## src/hw/rtl/rsti_pkg.sv

```systemverilog
package rsti_pkg;

  localparam int IDX_W = 31;
  localparam int CNT_IN_W = 6;
  localparam int ERR_W = 8;

  typedef logic [IDX_W-1:0] idx_t;

  typedef enum logic [1:0] {
    MODE_FAN  = 2'd0,
    MODE_EQ   = 2'd1,
    MODE_UNEQ = 2'd2
  } mode_t;

  localparam logic REQ_STITCH = 1'b0;
  localparam logic REQ_FAN    = 1'b1;

  typedef struct packed {
    logic                req_type;
    idx_t                first_begin;
    logic [CNT_IN_W-1:0] first_count;
    idx_t                second_begin;
    logic [CNT_IN_W-1:0] second_count;
  } in_item_t;

  typedef struct packed {
    idx_t vert_a;
    idx_t vert_b;
    idx_t vert_c;
    logic last_tri;
  } out_item_t;

  typedef struct packed {
    logic load;
    logic step;
  } dp_cmd_t;

  typedef struct packed {
    logic last;
  } dp_stat_t;

endpackage

```

## src/hw/rtl/rsti_ctrl.sv

```systemverilog
module rsti_ctrl (
  input  logic              clk,
  input  logic              rst_n,
  input  logic              start,
  output logic              busy,
  input  rsti_pkg::dp_stat_t stat,
  output rsti_pkg::dp_cmd_t  cmd
);
  import rsti_pkg::*;

  typedef enum logic [1:0] {
    ST_IDLE = 2'b01,
    ST_RUN  = 2'b10
  } state_t;

  state_t state_r, state_nxt;

  always_ff @(posedge clk) begin
    if (!rst_n) begin
      state_r <= ST_IDLE;
    end else begin
      state_r <= state_nxt;
    end
  end

  always_comb begin
    state_nxt = state_r;
    cmd = '0;
    busy = 1'b0;
    unique case (state_r)
      ST_IDLE: begin
        // No beat is taken while reset is held.
        busy = !rst_n;
        if (start && rst_n) begin
          cmd.load = 1'b1;
          state_nxt = ST_RUN;
        end
      end
      ST_RUN: begin
        busy = 1'b1;
        cmd.step = 1'b1;
        if (stat.last) begin
          state_nxt = ST_IDLE;
        end
      end
      default: begin
        state_nxt = ST_IDLE;
      end
    endcase
  end

endmodule

```

## src/hw/rtl/rsti_datapath.sv

```systemverilog
module rsti_datapath #(
  parameter int MAX_STRIP_POINTS = 33
) (
  input  logic                clk,
  input  rsti_pkg::dp_cmd_t   cmd,
  input  rsti_pkg::in_item_t  in_req,
  output rsti_pkg::out_item_t tri_item,
  output rsti_pkg::dp_stat_t  stat
);
  import rsti_pkg::*;

  localparam int CW = $clog2(MAX_STRIP_POINTS + 1);

  function automatic logic [CW-1:0] sat_count(input logic [CNT_IN_W-1:0] v);
    int vi;
    vi = int'(v);
    if (vi < 2) begin
      vi = 2;
    end else if (vi > MAX_STRIP_POINTS) begin
      vi = MAX_STRIP_POINTS;
    end
    return CW'(vi);
  endfunction

  mode_t                    mode_r, mode_nxt;
  logic                     flip_r, flip_nxt;
  idx_t                     s_r, s_nxt;
  idx_t                     t_r, t_nxt;
  idx_t                     ring_r, ring_nxt;
  logic [CW-1:0]            cnt_r, cnt_nxt;
  logic [CW-1:0]            qc_r, qc_nxt;
  logic [CW-1:0]            idx_r, idx_nxt;
  logic                     phase_r, phase_nxt;
  logic signed [ERR_W-1:0]  err_r, err_nxt;

  logic [CW-1:0]            fc, sc;
  logic                     fc_lt;
  logic signed [ERR_W:0]    err_sum;
  logic                     take;
  idx_t                     va, vb, vc;
  logic                     last;

  always_ff @(posedge clk) begin
    mode_r  <= mode_nxt;
    flip_r  <= flip_nxt;
    s_r     <= s_nxt;
    t_r     <= t_nxt;
    ring_r  <= ring_nxt;
    cnt_r   <= cnt_nxt;
    qc_r    <= qc_nxt;
    idx_r   <= idx_nxt;
    phase_r <= phase_nxt;
    err_r   <= err_nxt;
  end

  assign fc = sat_count(in_req.first_count);
  assign sc = sat_count(in_req.second_count);
  assign fc_lt = fc < sc;

  // The accumulator share reaches one half when twice the error reaches the long count.
  assign err_sum = {err_r[ERR_W-1], err_r} + $signed({{(ERR_W+1-CW){1'b0}}, qc_r});
  assign take = $signed({err_sum[ERR_W-1:0], 1'b0}) >=
                $signed({{(ERR_W+1-CW){1'b0}}, cnt_r});

  always_comb begin
    mode_nxt  = mode_r;
    flip_nxt  = flip_r;
    s_nxt     = s_r;
    t_nxt     = t_r;
    ring_nxt  = ring_r;
    cnt_nxt   = cnt_r;
    qc_nxt    = qc_r;
    idx_nxt   = idx_r;
    phase_nxt = phase_r;
    err_nxt   = err_r;
    va = s_r;
    vb = t_r;
    vc = s_r + 1'b1;
    last = 1'b0;

    unique case (mode_r)
      MODE_FAN: begin
        if (idx_r == cnt_r - 1'b1) begin
          vc = ring_r;
          last = 1'b1;
        end
        if (cmd.step) begin
          s_nxt = s_r + 1'b1;
          idx_nxt = idx_r + 1'b1;
        end
      end
      MODE_EQ: begin
        if (!phase_r) begin
          vb = t_r + 1'b1;
        end else begin
          vb = t_r;
          vc = t_r + 1'b1;
          last = idx_r == cnt_r - 2'd2;
        end
        if (cmd.step) begin
          phase_nxt = !phase_r;
          if (phase_r) begin
            s_nxt = s_r + 1'b1;
            t_nxt = t_r + 1'b1;
            idx_nxt = idx_r + 1'b1;
          end
        end
      end
      MODE_UNEQ: begin
        if (!phase_r) begin
          last = (idx_r == cnt_r - 2'd2) && !take;
          if (cmd.step) begin
            s_nxt = s_r + 1'b1;
            if (take) begin
              err_nxt = ERR_W'(err_sum - $signed({{(ERR_W+1-CW){1'b0}}, cnt_r}));
              phase_nxt = 1'b1;
            end else begin
              err_nxt = err_sum[ERR_W-1:0];
              idx_nxt = idx_r + 1'b1;
            end
          end
        end else begin
          // The long strip has already moved on, so this triangle uses the new long index.
          vc = t_r + 1'b1;
          last = idx_r == cnt_r - 2'd2;
          if (cmd.step) begin
            t_nxt = t_r + 1'b1;
            phase_nxt = 1'b0;
            idx_nxt = idx_r + 1'b1;
          end
        end
      end
      default: begin
        last = 1'b1;
      end
    endcase

    if (cmd.load) begin
      idx_nxt = '0;
      phase_nxt = 1'b0;
      err_nxt = '0;
      ring_nxt = in_req.first_begin;
      flip_nxt = (in_req.req_type == REQ_STITCH) && fc_lt;
      if (in_req.req_type == REQ_FAN) begin
        mode_nxt = MODE_FAN;
        cnt_nxt = fc;
        qc_nxt = fc;
        s_nxt = in_req.first_begin;
        t_nxt = in_req.second_begin;
      end else if (fc == sc) begin
        mode_nxt = MODE_EQ;
        cnt_nxt = fc;
        qc_nxt = sc;
        s_nxt = in_req.first_begin;
        t_nxt = in_req.second_begin;
      end else begin
        mode_nxt = MODE_UNEQ;
        cnt_nxt = fc_lt ? sc : fc;
        qc_nxt = fc_lt ? fc : sc;
        s_nxt = fc_lt ? in_req.second_begin : in_req.first_begin;
        t_nxt = fc_lt ? in_req.first_begin : in_req.second_begin;
      end
    end
  end

  always_comb begin
    tri_item.vert_a = flip_r ? vb : va;
    tri_item.vert_b = flip_r ? va : vb;
    tri_item.vert_c = vc;
    tri_item.last_tri = last;
    stat.last = last;
  end

endmodule

```

## src/hw/rtl/ring_strip_triangle_indexer.sv

```systemverilog
// The accepting edge loads the datapath; the first triangle is computed in the run state and registered
// at the outputs. Throughput: one triangle per cycle; a request producing N triangles (2 to 64)
// keeps busy high while they are emitted, so the next request is taken only after its last triangle.
// The rate is set by the single index sequencer, which emits one triangle a step.
// Reset (synchronous, active low) returns the controller to idle, drops out_valid
// and holds busy high. Results are strobed for one cycle each; the receiver cannot stall them.
module ring_strip_triangle_indexer #(
  parameter int MAX_STRIP_POINTS = 33
) (
  input  logic                clk,
  input  logic                rst_n,
  input  logic                start,
  output logic                busy,
  input  rsti_pkg::in_item_t  in_req,
  output logic                out_valid,
  output rsti_pkg::out_item_t out_item
);
  import rsti_pkg::*;

  dp_cmd_t   cmd;
  dp_stat_t  stat;
  out_item_t tri_item;

  logic      out_valid_r, out_valid_nxt;
  out_item_t out_item_r, out_item_nxt;

  rsti_ctrl u_ctrl (
    .clk   (clk),
    .rst_n (rst_n),
    .start (start),
    .busy  (busy),
    .stat  (stat),
    .cmd   (cmd)
  );

  rsti_datapath #(
    .MAX_STRIP_POINTS (MAX_STRIP_POINTS)
  ) u_datapath (
    .clk      (clk),
    .cmd      (cmd),
    .in_req   (in_req),
    .tri_item (tri_item),
    .stat     (stat)
  );

  assign out_valid_nxt = cmd.step;
  assign out_item_nxt = cmd.step ? tri_item : out_item_r;

  always_ff @(posedge clk) begin
    if (!rst_n) begin
      out_valid_r <= 1'b0;
    end else begin
      out_valid_r <= out_valid_nxt;
    end
  end

  always_ff @(posedge clk) begin
    out_item_r <= out_item_nxt;
  end

  assign out_valid = out_valid_r;
  assign out_item = out_item_r;

endmodule

```

## config.mk

```make
export PLATFORM = sky130hd
export DESIGN_NAME = ring_strip_triangle_indexer
export DESIGN_NICKNAME = d
export VERILOG_FILES = /design/src/hw/rtl/rsti_pkg.sv /design/src/hw/rtl/rsti_ctrl.sv /design/src/hw/rtl/rsti_datapath.sv /design/src/hw/rtl/ring_strip_triangle_indexer.sv
export SDC_FILE = /design/constraint.sdc
export NUM_CORES = 1
export LEC_CHECK = 0
export ABC_AREA = 1
export BUFFER_PORTS_ARGS = -buffer_cell sky130_fd_sc_hd__buf_2
export CORE_ASPECT_RATIO = 1.1
export CORE_UTILIZATION = 55
export CTS_BUF_LIST = sky130_fd_sc_hd__clkbuf_8
export DETAILED_ROUTE_END_ITERATION = 12
export PLACE_DENSITY = 0.8
export SYNTH_ARGS = -nofsm -noshare
export SYNTH_HDL_FRONTEND = slang
export SYNTH_HIERARCHICAL = 1
export SYNTH_SLANG_ARGS = --single-unit
```

## constraint.sdc

```tcl
create_clock -name clk -period 8.8 [get_ports clk]
set_input_delay 0.44 -clock clk [delete_from_list [all_inputs] [get_ports clk]]
set_output_delay 0.44 -clock clk [all_outputs]
set_load 0.02 [all_outputs]
```

==> impl_results.md <==
* Status: finished, final reports clean
* Starting Density at ~56%
* Crit path kind: flop to flop
* Die height at 165.2 um
* Area after DPL at 0.01440 sq mm
* Fin Clk Skew at 0.01544 ns
* Final hold viol count at 0
* Synthesis-to-layout area growth at 13.46%
* Post-synth ARST share at 0%
* Least-Margin Pin Slew at 1.012 ns
* Clock Latency Late Sink at 0.54 ns
* Vias in the first global route at 11,780
* Synth warn at 6
* Area contributors post-synth: edfxtp_1 46%, nand2_1 12%, o21ai_0 7.6%
* Flops & latches, synth at 220
* Die area at 0.02485 sq mm
* Post-route insts no fill at 2,120
* Sink Count at 220
* Total global routing track utilization at 33.82%
* Overflow after GRT at 0
* Worst vdd ir at 0.1053 mV
* Largest net degree at the start of global routing at 86
* Die W at 150.4 um
* Std cell rows at 59
* Commonest register cell after synthesis: edfxtp_1
* Clock root cell: clkbuf_8
* Rel. slew slack at around 32%
* RSZ-0062 raised after global routing: false
* Post-CTS sizing at 0
* Synth Area per Inst at between 8 and 9 sq um
* Sequential cell area fraction in the yosys report at a little under 50%
* Arrival time at the worst endpoint at slightly below 4 ns
* TritonCTS clock tree: yes
* Max stage delay cell, worst path: nor2_1
* Max FO, Critical Path at 15
* Leading area contributor after synthesis: edfxtp_1
* Input/output buffers at approximately 170
* Final setup viols at 0
* First-pass GRT wire length at about 63,000 um
* Htree depth at 2
* P per Cell Area at ~170 mW/mm^2
* Post-CTS Setup Repair Bufs at 0
* Post-synthesis cell count at ~1,600
* Max-cap violations at 0
* Inst Count DP at 2,052
* Final hold slack at 0.1005 ns
* Count leader, synth: nand2_1
* Clock transition at path regs at 0.07 ns
* Final setup TNS at 0 ns
* CP peak stage delay at about 0.82 ns
* Number of enable flip-flop cells after synthesis at 202
* Min cycle time layout at 3.522 ns
* Routed WL per cell at ~19 um
* WL final at 41,280 um
* Netlist cell types at 47
* Synth Net Count at between 1,500 and 2,000
* I/O pin count at around 170
* Slew Viols, Final at 0
* Max Clock Freq at around 280 MHz
* Chain of cells forming the critical path: inv_1 > ha_1 > inv_1 > nor2_1 > inv_1 > o211ai_1 > nand2_1 > a21oi_1 > nand3_1 > a21oi_1
* Routed vias/inst at 5.887
* Top cell by count, worst path: inv_1
* Iteration-0 DRC Markers at 1,337
* CP Launch Type: flop
* Final net count at ~1,900
* Total design power at 2.632 mW
* Initial antenna violation count at 3
* Routed Antenna Nets at 0
* Hold-fix buffers, CTS at 0
* Drt first pass iters at 6
* Fraction of layout cells with a size suffix above 1 at 14.88%
* Leakage Power at 6.282 nW
* CP Capture Type: flop
* Fin crit share at 40.02%
* Post-route DRC at 0
* CTS buffer count at 37
* HP Class: primary input to flop
* Req. time, crit path at approximately 9.3 ns
* Netlist area before placement at 0.01332 sq mm
* Clock Path Buffers at 3
* Synth cell count leaders: 430 x nand2_1, 202 x edfxtp_1, 202 x o21ai_0, 164 x nor2_1, 148 x inv_1
* Final GP Congestion at 0.9913
* Dpl hpwl at 30,800 um
* Final instance area at 0.01511 sq mm
* Vias post-DR at 12,480
* CORE AREA at 0.02370 sq mm
* Yosys top cell area share at about 46%
layer usage:
metal	track usage (%)	wire length, um
met1	43.27	15660
met2	54.59	19240
met3	6.291	4447
met4	17.58	1907
met5	0	23
layout by cell type (no fill, tap or decap), drive strengths merged, types with 41 or more instances in the layout:
cell type,instances
a21oi,41
nand3,98
o22ai,51
inv,155
buf,184
o21ai,203
nand2,434
edfxtp,202
nor2,167
xor2,42
path summary, 6_finish.rpt:
path	from	to	slack, ns	depth (start not counted)
max	u_datapath/mode_r[0]	u_datapath/idx_r[4]	5.28	10
min	in_req[46]	u_datapath/ring_r[3]	0.10	1
max reg2reg	u_datapath/mode_r[0]	u_datapath/idx_r[4]	5.28	10
min reg2reg	u_datapath/err_r[5]	u_datapath/err_r[5]	0.48	2
where the power goes:
group	switching, mW	internal (mW)	leakage [nW]
clock network	0.432	0.459	0.363
registers	0.0533	1.21	2.01
logic	0.331	0.149	3.91
cells by family after synthesis:
kind of cell | Yosys count | share of synthesized area [%]
simple gates | 775 | 24.70
compound gates | 318 | 12.84
buf+inv | 220 | 6.397
flops | 220 | 48.24
xor+xnor | 60 | 4.058
fa+ha+maj | 39 | 3.757
critical path, delay by kind of cell (launching register included):
family	cells	cell delay, ns
AO/OA/AOI/OAI	3	0.64
adder cells (fa/ha/maj)	1	0.66
buffers and inverters	3	0.66
flip-flops	1	0.47
AND/OR/NAND/NOR	3	1.01
per-stage QoR:
stage / utilization (%) / setup slack [ns]
2_1_floorplan: - / 2.738
3_3_place_gp: 60.77 / 5.171
3_5_place_dp: 60.77 / 5.066
4_1_cts: 63.77 / 5.472
5_1_grt: 63.77 / 5.040
6_report: 63.78 / 5.278
final cells by class:
| cell class | instances | area (sq um) |
|---|---|---|
| multi-input combinational | 1192 | 6077 |
| antenna | 1 | 2.502 |
| clock inverter | 30 | 201.4 |
| clock buffer | 37 | 509.2 |
| sequential | 220 | 6426 |
| fill | 2074 | 8583 |
| tap | 305 | 381.6 |
| inverter | 151 | 566.8 |
| timing repair buffer | 184 | 948.4 |
registers in the layout, indices dropped and copies added (netlist names):
| name | count |
|---|---|
| out_item | 94 |
| out_valid | 1 |
| u_ctrl/state_r | 2 |
| u_datapath/cnt_r | 6 |
| u_datapath/err_r | 8 |
| u_datapath/flip_r | 1 |
| u_datapath/idx_r | 6 |
| u_datapath/mode_r | 2 |
| u_datapath/phase_r | 1 |
| u_datapath/qc_r | 6 |
| u_datapath/ring_r | 31 |
| u_datapath/s_r | 31 |
| u_datapath/t_r | 31 |
Note: power is estimated with default switching activity, not from simulation.
